File: config.mk
export PLATFORM = sky130hd
export DESIGN_NAME = dual_reload_timer_registers_top
export DESIGN_NICKNAME = d
export VERILOG_FILES = /design/src/hdl/drt_pkg.sv /design/src/hdl/drt_front.sv /design/src/hdl/drt_core.sv /design/src/hdl/dual_reload_timer_registers_top.sv
export SDC_FILE = /design/constraint.sdc
export NUM_CORES = 1
export LEC_CHECK = 0
export BUFFER_PORTS_ARGS = -buffer_cell sky130_fd_sc_hd__buf_2
export CAP_MARGIN = 20
export CORE_MARGIN = 2
export CORE_UTILIZATION = 40
export DETAILED_ROUTE_END_ITERATION = 10
export PLACE_DENSITY = 0.57
export SLEW_MARGIN = 15
export SYNTH_ARGS = -nofsm -noshare
export SYNTH_HDL_FRONTEND = slang
export SYNTH_HIERARCHICAL = 1
export SYNTH_SLANG_ARGS = --single-unit
File: constraint.sdc
create_clock -name clk -period 14.5 [get_ports clk]
set_clock_uncertainty 0.15 [all_clocks]
set_input_delay 1.45 -clock clk [delete_from_list [all_inputs] [get_ports clk]]
set_output_delay 1.45 -clock clk [all_outputs]
set_load 0.02 [all_outputs]
File: src/hdl/drt_pkg.sv
// Shared constants, register map and item types of the dual reload timer block.
// Used by drt_front, drt_core and the top level; depends on nothing.
package drt_pkg;

    localparam int PRESCALE_DIVISOR = 20;

    localparam int CLK_W  = 16;
    localparam int CMD_W  = 2;
    localparam int ADDR_W = 6;
    localparam int DATA_W = 8;
    localparam int CNT_W  = 16;
    localparam int FREE_W = 8;

    // The remainder may rest at exactly the divisor, so it needs one extra code.
    localparam int REM_W = $clog2(PRESCALE_DIVISOR + 1);

    // Reciprocal for the constant divide: exact for every CLK_W-bit dividend.
    localparam int DIV_SHIFT = CLK_W + $clog2(PRESCALE_DIVISOR) + 1;
    localparam longint unsigned DIV_MULT_FULL =
        ((64'd1 << DIV_SHIFT) + PRESCALE_DIVISOR - 1) / PRESCALE_DIVISOR;
    localparam logic [DIV_SHIFT-1:0] DIV_MULT = DIV_SHIFT'(DIV_MULT_FULL);

    localparam logic [CMD_W-1:0] CMD_READ  = 2'd0;
    localparam logic [CMD_W-1:0] CMD_WRITE = 2'd1;
    localparam logic [CMD_W-1:0] CMD_TICK  = 2'd2;

    localparam logic [ADDR_W-1:0] ADDR_CNT0_LO = 6'h0C;
    localparam logic [ADDR_W-1:0] ADDR_CNT0_HI = 6'h0D;
    localparam logic [ADDR_W-1:0] ADDR_RLD0_LO = 6'h0E;
    localparam logic [ADDR_W-1:0] ADDR_RLD0_HI = 6'h0F;
    localparam logic [ADDR_W-1:0] ADDR_CTRL    = 6'h10;
    localparam logic [ADDR_W-1:0] ADDR_CNT1_LO = 6'h14;
    localparam logic [ADDR_W-1:0] ADDR_CNT1_HI = 6'h15;
    localparam logic [ADDR_W-1:0] ADDR_RLD1_LO = 6'h16;
    localparam logic [ADDR_W-1:0] ADDR_RLD1_HI = 6'h17;
    localparam logic [ADDR_W-1:0] ADDR_FREE    = 6'h18;

    localparam int CTL_EN0   = 0;
    localparam int CTL_IE0   = 4;
    localparam int CTL_FLAG0 = 6;

    localparam logic [DATA_W-1:0] CTL_WRITE_MASK = 8'h3F;
    localparam logic [DATA_W-1:0] UNMAPPED_DATA  = 8'hFF;

    typedef struct packed {
        logic [CMD_W-1:0]  cmd;
        logic [ADDR_W-1:0] reg_addr;
        logic [DATA_W-1:0] write_data;
        logic [CLK_W-1:0]  clock_count;
    } item_t;

    typedef struct packed {
        item_t            item;
        logic [CLK_W-1:0] quot;
    } div_item_t;

endpackage

File: src/hdl/drt_front.sv
// Input register and constant-divide stage of the dual reload timer block.
// Depends on drt_pkg; feeds drt_core.
module drt_front
    import drt_pkg::*;
(
    input  logic      clk,
    input  logic      rst_n,
    input  logic      in_valid,
    output logic      in_stall,
    input  item_t     in_item,
    input  logic      take,
    output logic      div_valid,
    output div_item_t div_data
);

    localparam int PROD_W = CLK_W + DIV_SHIFT;

    logic      in_valid_reg;
    item_t     in_data_reg;
    logic      div_valid_reg;
    div_item_t div_data_reg;

    logic               div_adv;
    logic               in_adv;
    logic [PROD_W-1:0]  prod;
    div_item_t          div_data_next;

    assign div_adv  = !div_valid_reg || take;
    assign in_adv   = !in_valid_reg || div_adv;
    assign in_stall = !in_adv;

    // Clock count over the divisor by reciprocal multiply; the remainder follows later.
    always_comb
    begin
        prod = PROD_W'(in_data_reg.clock_count) * PROD_W'(DIV_MULT);
        div_data_next.item = in_data_reg;
        div_data_next.quot = CLK_W'(prod >> DIV_SHIFT);
    end

    always_ff @(posedge clk or negedge rst_n)
    begin
        if (!rst_n)
        begin
            in_valid_reg  <= 1'b0;
            div_valid_reg <= 1'b0;
        end
        else
        begin
            if (in_adv)
            begin
                in_valid_reg <= in_valid;
            end
            if (div_adv)
            begin
                div_valid_reg <= in_valid_reg;
            end
        end
    end

    always_ff @(posedge clk)
    begin
        if (in_adv && in_valid)
        begin
            in_data_reg <= in_item;
        end
        if (div_adv && in_valid_reg)
        begin
            div_data_reg <= div_data_next;
        end
    end

    assign div_valid = div_valid_reg;
    assign div_data  = div_data_reg;

endmodule

File: src/hdl/drt_core.sv
// Timer state, register access, prescaler and result register of the timer block.
// Depends on drt_pkg; takes divided items from drt_front.
module drt_core
    import drt_pkg::*;
(
    input  logic              clk,
    input  logic              rst_n,
    input  logic              div_valid,
    input  div_item_t         div_data,
    output logic              take,
    output logic              out_valid,
    input  logic              out_stall,
    output logic [DATA_W-1:0] read_data,
    output logic              timer0_irq,
    output logic              timer1_irq
);

    logic [1:0][CNT_W-1:0]  count_reg;
    logic [1:0][CNT_W-1:0]  count_next;
    logic [1:0][CNT_W-1:0]  reload_reg;
    logic [1:0][CNT_W-1:0]  reload_next;
    logic [1:0][DATA_W-1:0] latch_reg;
    logic [1:0][DATA_W-1:0] latch_next;
    logic [DATA_W-1:0]      ctl_reg;
    logic [DATA_W-1:0]      ctl_next;
    logic [FREE_W-1:0]      free_reg;
    logic [FREE_W-1:0]      free_next;
    logic [REM_W-1:0]       rem_reg;
    logic [REM_W-1:0]       rem_next;

    logic              out_valid_reg;
    logic [DATA_W-1:0] read_data_reg;
    logic [DATA_W-1:0] read_data_next;
    logic              irq0_reg;
    logic              irq1_reg;

    logic              fire;
    logic              idx;
    logic [CLK_W-1:0]  quot_scaled;
    logic [CLK_W-1:0]  rem_full;
    logic [REM_W-1:0]  rem_in;
    logic [REM_W:0]    rem_sum;
    logic              carry;
    logic [REM_W-1:0]  rem_left;
    logic [CLK_W-1:0]  ticks;
    logic              prescale_fire;

    assign take = !out_valid_reg || !out_stall;
    assign fire = div_valid && take;
    assign idx  = (div_data.item.reg_addr >= ADDR_CNT1_LO);

    // Remainder of the clock count, then fold in what the prescaler already holds.
    always_comb
    begin
        quot_scaled = CLK_W'(div_data.quot * CLK_W'(PRESCALE_DIVISOR));
        rem_full    = div_data.item.clock_count - quot_scaled;
        rem_in      = REM_W'(rem_full);
        rem_sum     = (REM_W + 1)'(rem_reg) + (REM_W + 1)'(rem_in);
        carry       = (rem_sum >= (REM_W + 1)'(PRESCALE_DIVISOR));
        rem_left    = carry ? REM_W'(rem_sum - (REM_W + 1)'(PRESCALE_DIVISOR))
                            : REM_W'(rem_sum);
        ticks       = div_data.quot + CLK_W'(carry);
        // Exactly the divisor accumulated does not fire.
        prescale_fire = (ticks >= CLK_W'(2)) ||
                        ((ticks == CLK_W'(1)) && (rem_left != '0));
    end

    always_comb
    begin
        count_next     = count_reg;
        reload_next    = reload_reg;
        latch_next     = latch_reg;
        ctl_next       = ctl_reg;
        free_next      = free_reg;
        rem_next       = rem_reg;
        read_data_next = '0;

        case (div_data.item.cmd)
            CMD_READ:
            begin
                case (div_data.item.reg_addr)
                    ADDR_CNT0_LO, ADDR_CNT1_LO:
                    begin
                        latch_next[idx] = count_reg[idx][CNT_W-1:DATA_W];
                        ctl_next[CTL_FLAG0 + int'(idx)] = 1'b0;
                        read_data_next = count_reg[idx][DATA_W-1:0];
                    end
                    ADDR_CNT0_HI, ADDR_CNT1_HI:
                    begin
                        ctl_next[CTL_FLAG0 + int'(idx)] = 1'b0;
                        read_data_next = latch_reg[idx];
                    end
                    ADDR_RLD0_LO, ADDR_RLD1_LO:
                    begin
                        read_data_next = reload_reg[idx][DATA_W-1:0];
                    end
                    ADDR_RLD0_HI, ADDR_RLD1_HI:
                    begin
                        read_data_next = reload_reg[idx][CNT_W-1:DATA_W];
                    end
                    ADDR_CTRL:
                    begin
                        read_data_next = ctl_reg;
                    end
                    ADDR_FREE:
                    begin
                        read_data_next = free_reg;
                    end
                    default:
                    begin
                        read_data_next = UNMAPPED_DATA;
                    end
                endcase
            end
            CMD_WRITE:
            begin
                case (div_data.item.reg_addr)
                    ADDR_CNT0_LO, ADDR_CNT1_LO:
                    begin
                        count_next[idx][DATA_W-1:0] = div_data.item.write_data;
                    end
                    ADDR_CNT0_HI, ADDR_CNT1_HI:
                    begin
                        count_next[idx][CNT_W-1:DATA_W] = div_data.item.write_data;
                    end
                    ADDR_RLD0_LO, ADDR_RLD1_LO:
                    begin
                        reload_next[idx][DATA_W-1:0] = div_data.item.write_data;
                    end
                    ADDR_RLD0_HI, ADDR_RLD1_HI:
                    begin
                        reload_next[idx][CNT_W-1:DATA_W] = div_data.item.write_data;
                    end
                    ADDR_CTRL:
                    begin
                        // The flag bits are read-only.
                        ctl_next = (ctl_reg & ~CTL_WRITE_MASK) |
                                   (div_data.item.write_data & CTL_WRITE_MASK);
                    end
                    default:
                    begin
                    end
                endcase
            end
            CMD_TICK:
            begin
                if (prescale_fire)
                begin
                    free_next = free_reg + ticks[FREE_W-1:0];
                    rem_next  = rem_left;
                    for (int i = 0; i < 2; i++)
                    begin
                        if (ctl_reg[CTL_EN0 + i])
                        begin
                            if (count_reg[i] > ticks)
                            begin
                                count_next[i] = count_reg[i] - ticks;
                            end
                            else
                            begin
                                // Reload less the overshoot, wrapping at 16 bits.
                                count_next[i] = reload_reg[i] - (ticks - count_reg[i]);
                                ctl_next[CTL_FLAG0 + i] = 1'b1;
                            end
                        end
                    end
                end
                else
                begin
                    // Without a fire the total is either below the divisor or exactly it.
                    rem_next = (ticks != '0) ? REM_W'(PRESCALE_DIVISOR) : rem_left;
                end
            end
            default:
            begin
            end
        endcase
    end

    always_ff @(posedge clk or negedge rst_n)
    begin
        if (!rst_n)
        begin
            count_reg     <= '0;
            reload_reg    <= '0;
            latch_reg     <= '0;
            ctl_reg       <= '0;
            free_reg      <= '0;
            rem_reg       <= '0;
            out_valid_reg <= 1'b0;
        end
        else
        begin
            if (fire)
            begin
                count_reg  <= count_next;
                reload_reg <= reload_next;
                latch_reg  <= latch_next;
                ctl_reg    <= ctl_next;
                free_reg   <= free_next;
                rem_reg    <= rem_next;
            end
            if (take)
            begin
                out_valid_reg <= div_valid;
            end
        end
    end

    always_ff @(posedge clk)
    begin
        if (fire)
        begin
            read_data_reg <= read_data_next;
            irq0_reg      <= ctl_next[CTL_FLAG0] & ctl_next[CTL_IE0];
            irq1_reg      <= ctl_next[CTL_FLAG0 + 1] & ctl_next[CTL_IE0 + 1];
        end
    end

    assign out_valid  = out_valid_reg;
    assign read_data  = read_data_reg;
    assign timer0_irq = irq0_reg;
    assign timer1_irq = irq1_reg;

endmodule

File: src/hdl/dual_reload_timer_registers_top.sv
// Top level of the dual reload timer block: two 16-bit reload timers, control
// register and free-running counter behind byte registers. Uses drt_pkg, drt_front, drt_core.
//
// Usage:
// - Input channel (in_valid / in_stall) carries one item: a register read, a
//   register write or a clock tick with its clock count.
// - Output channel (out_valid / out_stall) returns exactly one result item per
//   input item, in order: the read byte (0xFF for unmapped offsets, 0 for writes
//   and ticks) and both timer interrupt requests as they stand after the item.
// - An accepted item passes through the input register, the constant-divide
//   register and the result register, in that order.
// - Throughput is one item per cycle unless stalled. The timer state is read and written in a
//   single cycle of the last stage, so consecutive items see each other's effects.
// - When the receiver stalls, the result register holds and the stages behind it
//   fill; in_stall rises once all three stages hold items.
// - Reset clears all timer state, the prescaler and the pipeline valid bits.
module dual_reload_timer_registers_top
    import drt_pkg::*;
(
    input  logic              clk,
    input  logic              rst_n,
    input  logic              in_valid,
    output logic              in_stall,
    input  logic [CMD_W-1:0]  cmd,
    input  logic [ADDR_W-1:0] reg_addr,
    input  logic [DATA_W-1:0] write_data,
    input  logic [CLK_W-1:0]  clock_count,
    output logic              out_valid,
    input  logic              out_stall,
    output logic [DATA_W-1:0] read_data,
    output logic              timer0_irq,
    output logic              timer1_irq
);

    item_t     in_item;
    logic      take;
    logic      div_valid;
    div_item_t div_data;

    assign in_item.cmd         = cmd;
    assign in_item.reg_addr    = reg_addr;
    assign in_item.write_data  = write_data;
    assign in_item.clock_count = clock_count;

    drt_front u_front
    (
        .clk       (clk),
        .rst_n     (rst_n),
        .in_valid  (in_valid),
        .in_stall  (in_stall),
        .in_item   (in_item),
        .take      (take),
        .div_valid (div_valid),
        .div_data  (div_data)
    );

    drt_core u_core
    (
        .clk        (clk),
        .rst_n      (rst_n),
        .div_valid  (div_valid),
        .div_data   (div_data),
        .take       (take),
        .out_valid  (out_valid),
        .out_stall  (out_stall),
        .read_data  (read_data),
        .timer0_irq (timer0_irq),
        .timer1_irq (timer1_irq)
    );

endmodule

==> results.md <==
* Die ar. at roughly 44000 µm²
* Most common cell after layout, fill and taps aside: inv_1
* Worst slew pin tran at 1010 ps
* Number of diodes at 0
* R2R depth at 28
* Crit. Startpoint: u_front/div_data[0]$_DFFE_PP_
* Startpoint Class: flip-flop
* Share of layout cells above drive strength 1 at 0.0993
* Final WL at 46.4 mm
* Drt initial violations at 727
* Most frequent cells in the layout: inv_1, ha_1, nand2_1, fa_1, a21oi_1
* Critical path endpoint category: flip-flop
* Hold Path Class: flip-flop to flip-flop
* Critical Path Sink: u_core/count_reg[31]$_DFFE_PN0P_
* R2R Path End: u_core/count_reg[31]$_DFFE_PN0P_
* Die Width at around 210 µm
* Clock transition at path regs at approximately 70 ps
* H-tree lvl count at 4
* Placer Congestion at ~0.93
* R2r setup slk at around 7000 ps
* Number of global-route vias before repair at 12700
* Fmax at between 0.1 and 0.15 GHz
* CP required at 14700 ps
* Top Family by Delay on Critical Path: adder cells
* CTS tree: done
* GRT overflow at 0
* CP max-delay cell: o41ai_1
* Slew Viols, Final at 0
* CP most frequent cell: ha_1
* RSZ-0062 raised after global routing: false
* CTS Root Cell: clkbuf_16
* Rows at 75
* Avg Cell Area, Syn at between 10 and 15 µm²
* Via count at ~12000
* Slowest stage delay, CP at around 800 ps
* Initial antenna violation count at 0
* CTS buffer count at 17
* Final HPWL DP at between 30 and 40 mm
* Drt first pass iters at 5
* Data arrival time of the worst path at ~7700 ps
* Clock sink total at about 180
* Largest net degree at the start of global routing at 55
* Fin crit share at 0.516
* I/O Buffers at 47
* Worst path bufs/invs at 3
* Ports at 48
* Post-CTS Resized at 0
* Max reg flops at 33
* Die height at ~210 µm
* GRT Util Overall at 0.218
* Critical path class: flip-flop to flip-flop
* Wire per inst at 20.3 µm
* Post-Place Cells at 2250
* First-pass GRT wire length at a little over 70 mm
* Final setup viols at 0
* Synthesized area at about 17000 µm²
* Setup TNS at 0 ps
* Largest fanout on the critical path at 6
* Post-Syn Instances at between 1500 and 2000
* Outcome: finished, final reports clean
* Starting Density at 0.405
* Ys Warns at 6
* Worst relative slew slack at 0.325
* Post-Layout Cell Count at 2282
* Clock Path Buffers at 2
* Antenna-violating nets left at 0
* Core area at 41900 µm²
* Clock Latency Late Sink at ~460 ps
* Postcts setup bufs at 0
* Cell count along the critical path at 28
* Reg-to-Reg Start: u_front/div_data[0]$_DFFE_PP_
* Vias/cell at 5.45
* Drc violations at 0
* Hold-fix buffers, CTS at 0
* Final Hold Vio Count at 0
* NumNets Final at 2096
* Min Clock Period, post-route at between 7000 and 8000 ps
* Max-Cap Viols at 0
* Layout area overhead at 8.17%
==> area by class of cell <==
class,count,area [µm²]
Tap cell,539,674
Clock inverter,12,124
Sequential cell,179,4850
Inverter,233,875
Fill cell,4109,23500
Clock buffer,20,437
Timing Repair Buffer,61,343
Multi-Input combinational cell,1238,11000
==> routing by layer <==
metal	routed length (µm)	vias to the layer above	track usage
li1	-	5961	-
met1	19900	6148	0.275
met2	23200	268	0.380
met3	1610	69	0.0265
met4	1600	0	0.0856
met5	0	-	0
==> how the worst min path moves through the flow <==
stage                                             start                             end  cells after the start
floorplan           u_front/div_data_next[32]$_DFFE_PP_  u_front/div_data[32]$_DFFE_PP_                      0
global placement    u_front/div_data_next[35]$_DFFE_PP_  u_front/div_data[35]$_DFFE_PP_                      0
detailed placement  u_front/div_data_next[40]$_DFFE_PP_  u_front/div_data[40]$_DFFE_PP_                      0
CTS                 u_front/div_data_next[40]$_DFFE_PP_  u_front/div_data[40]$_DFFE_PP_                      0
global route        u_front/div_data_next[40]$_DFFE_PP_  u_front/div_data[40]$_DFFE_PP_                      0
finish              u_front/div_data_next[40]$_DFFE_PP_  u_front/div_data[40]$_DFFE_PP_                      0
==> per-stage QoR <==
step	cell area [µm²]	util	setup WS (ps)	hold WS, ps
CTS	18300	0.438	7050	273
floorplan	17000	-	8080	250
finish	18300	0.438	7020	270
global route	18300	0.438	6560	277
detailed placement	17800	0.424	7110	256
global placement	17800	0.424	7290	256
Power is not shown: default switching activity piles up to over one toggle a cycle in this logic, so the estimate is an artifact.
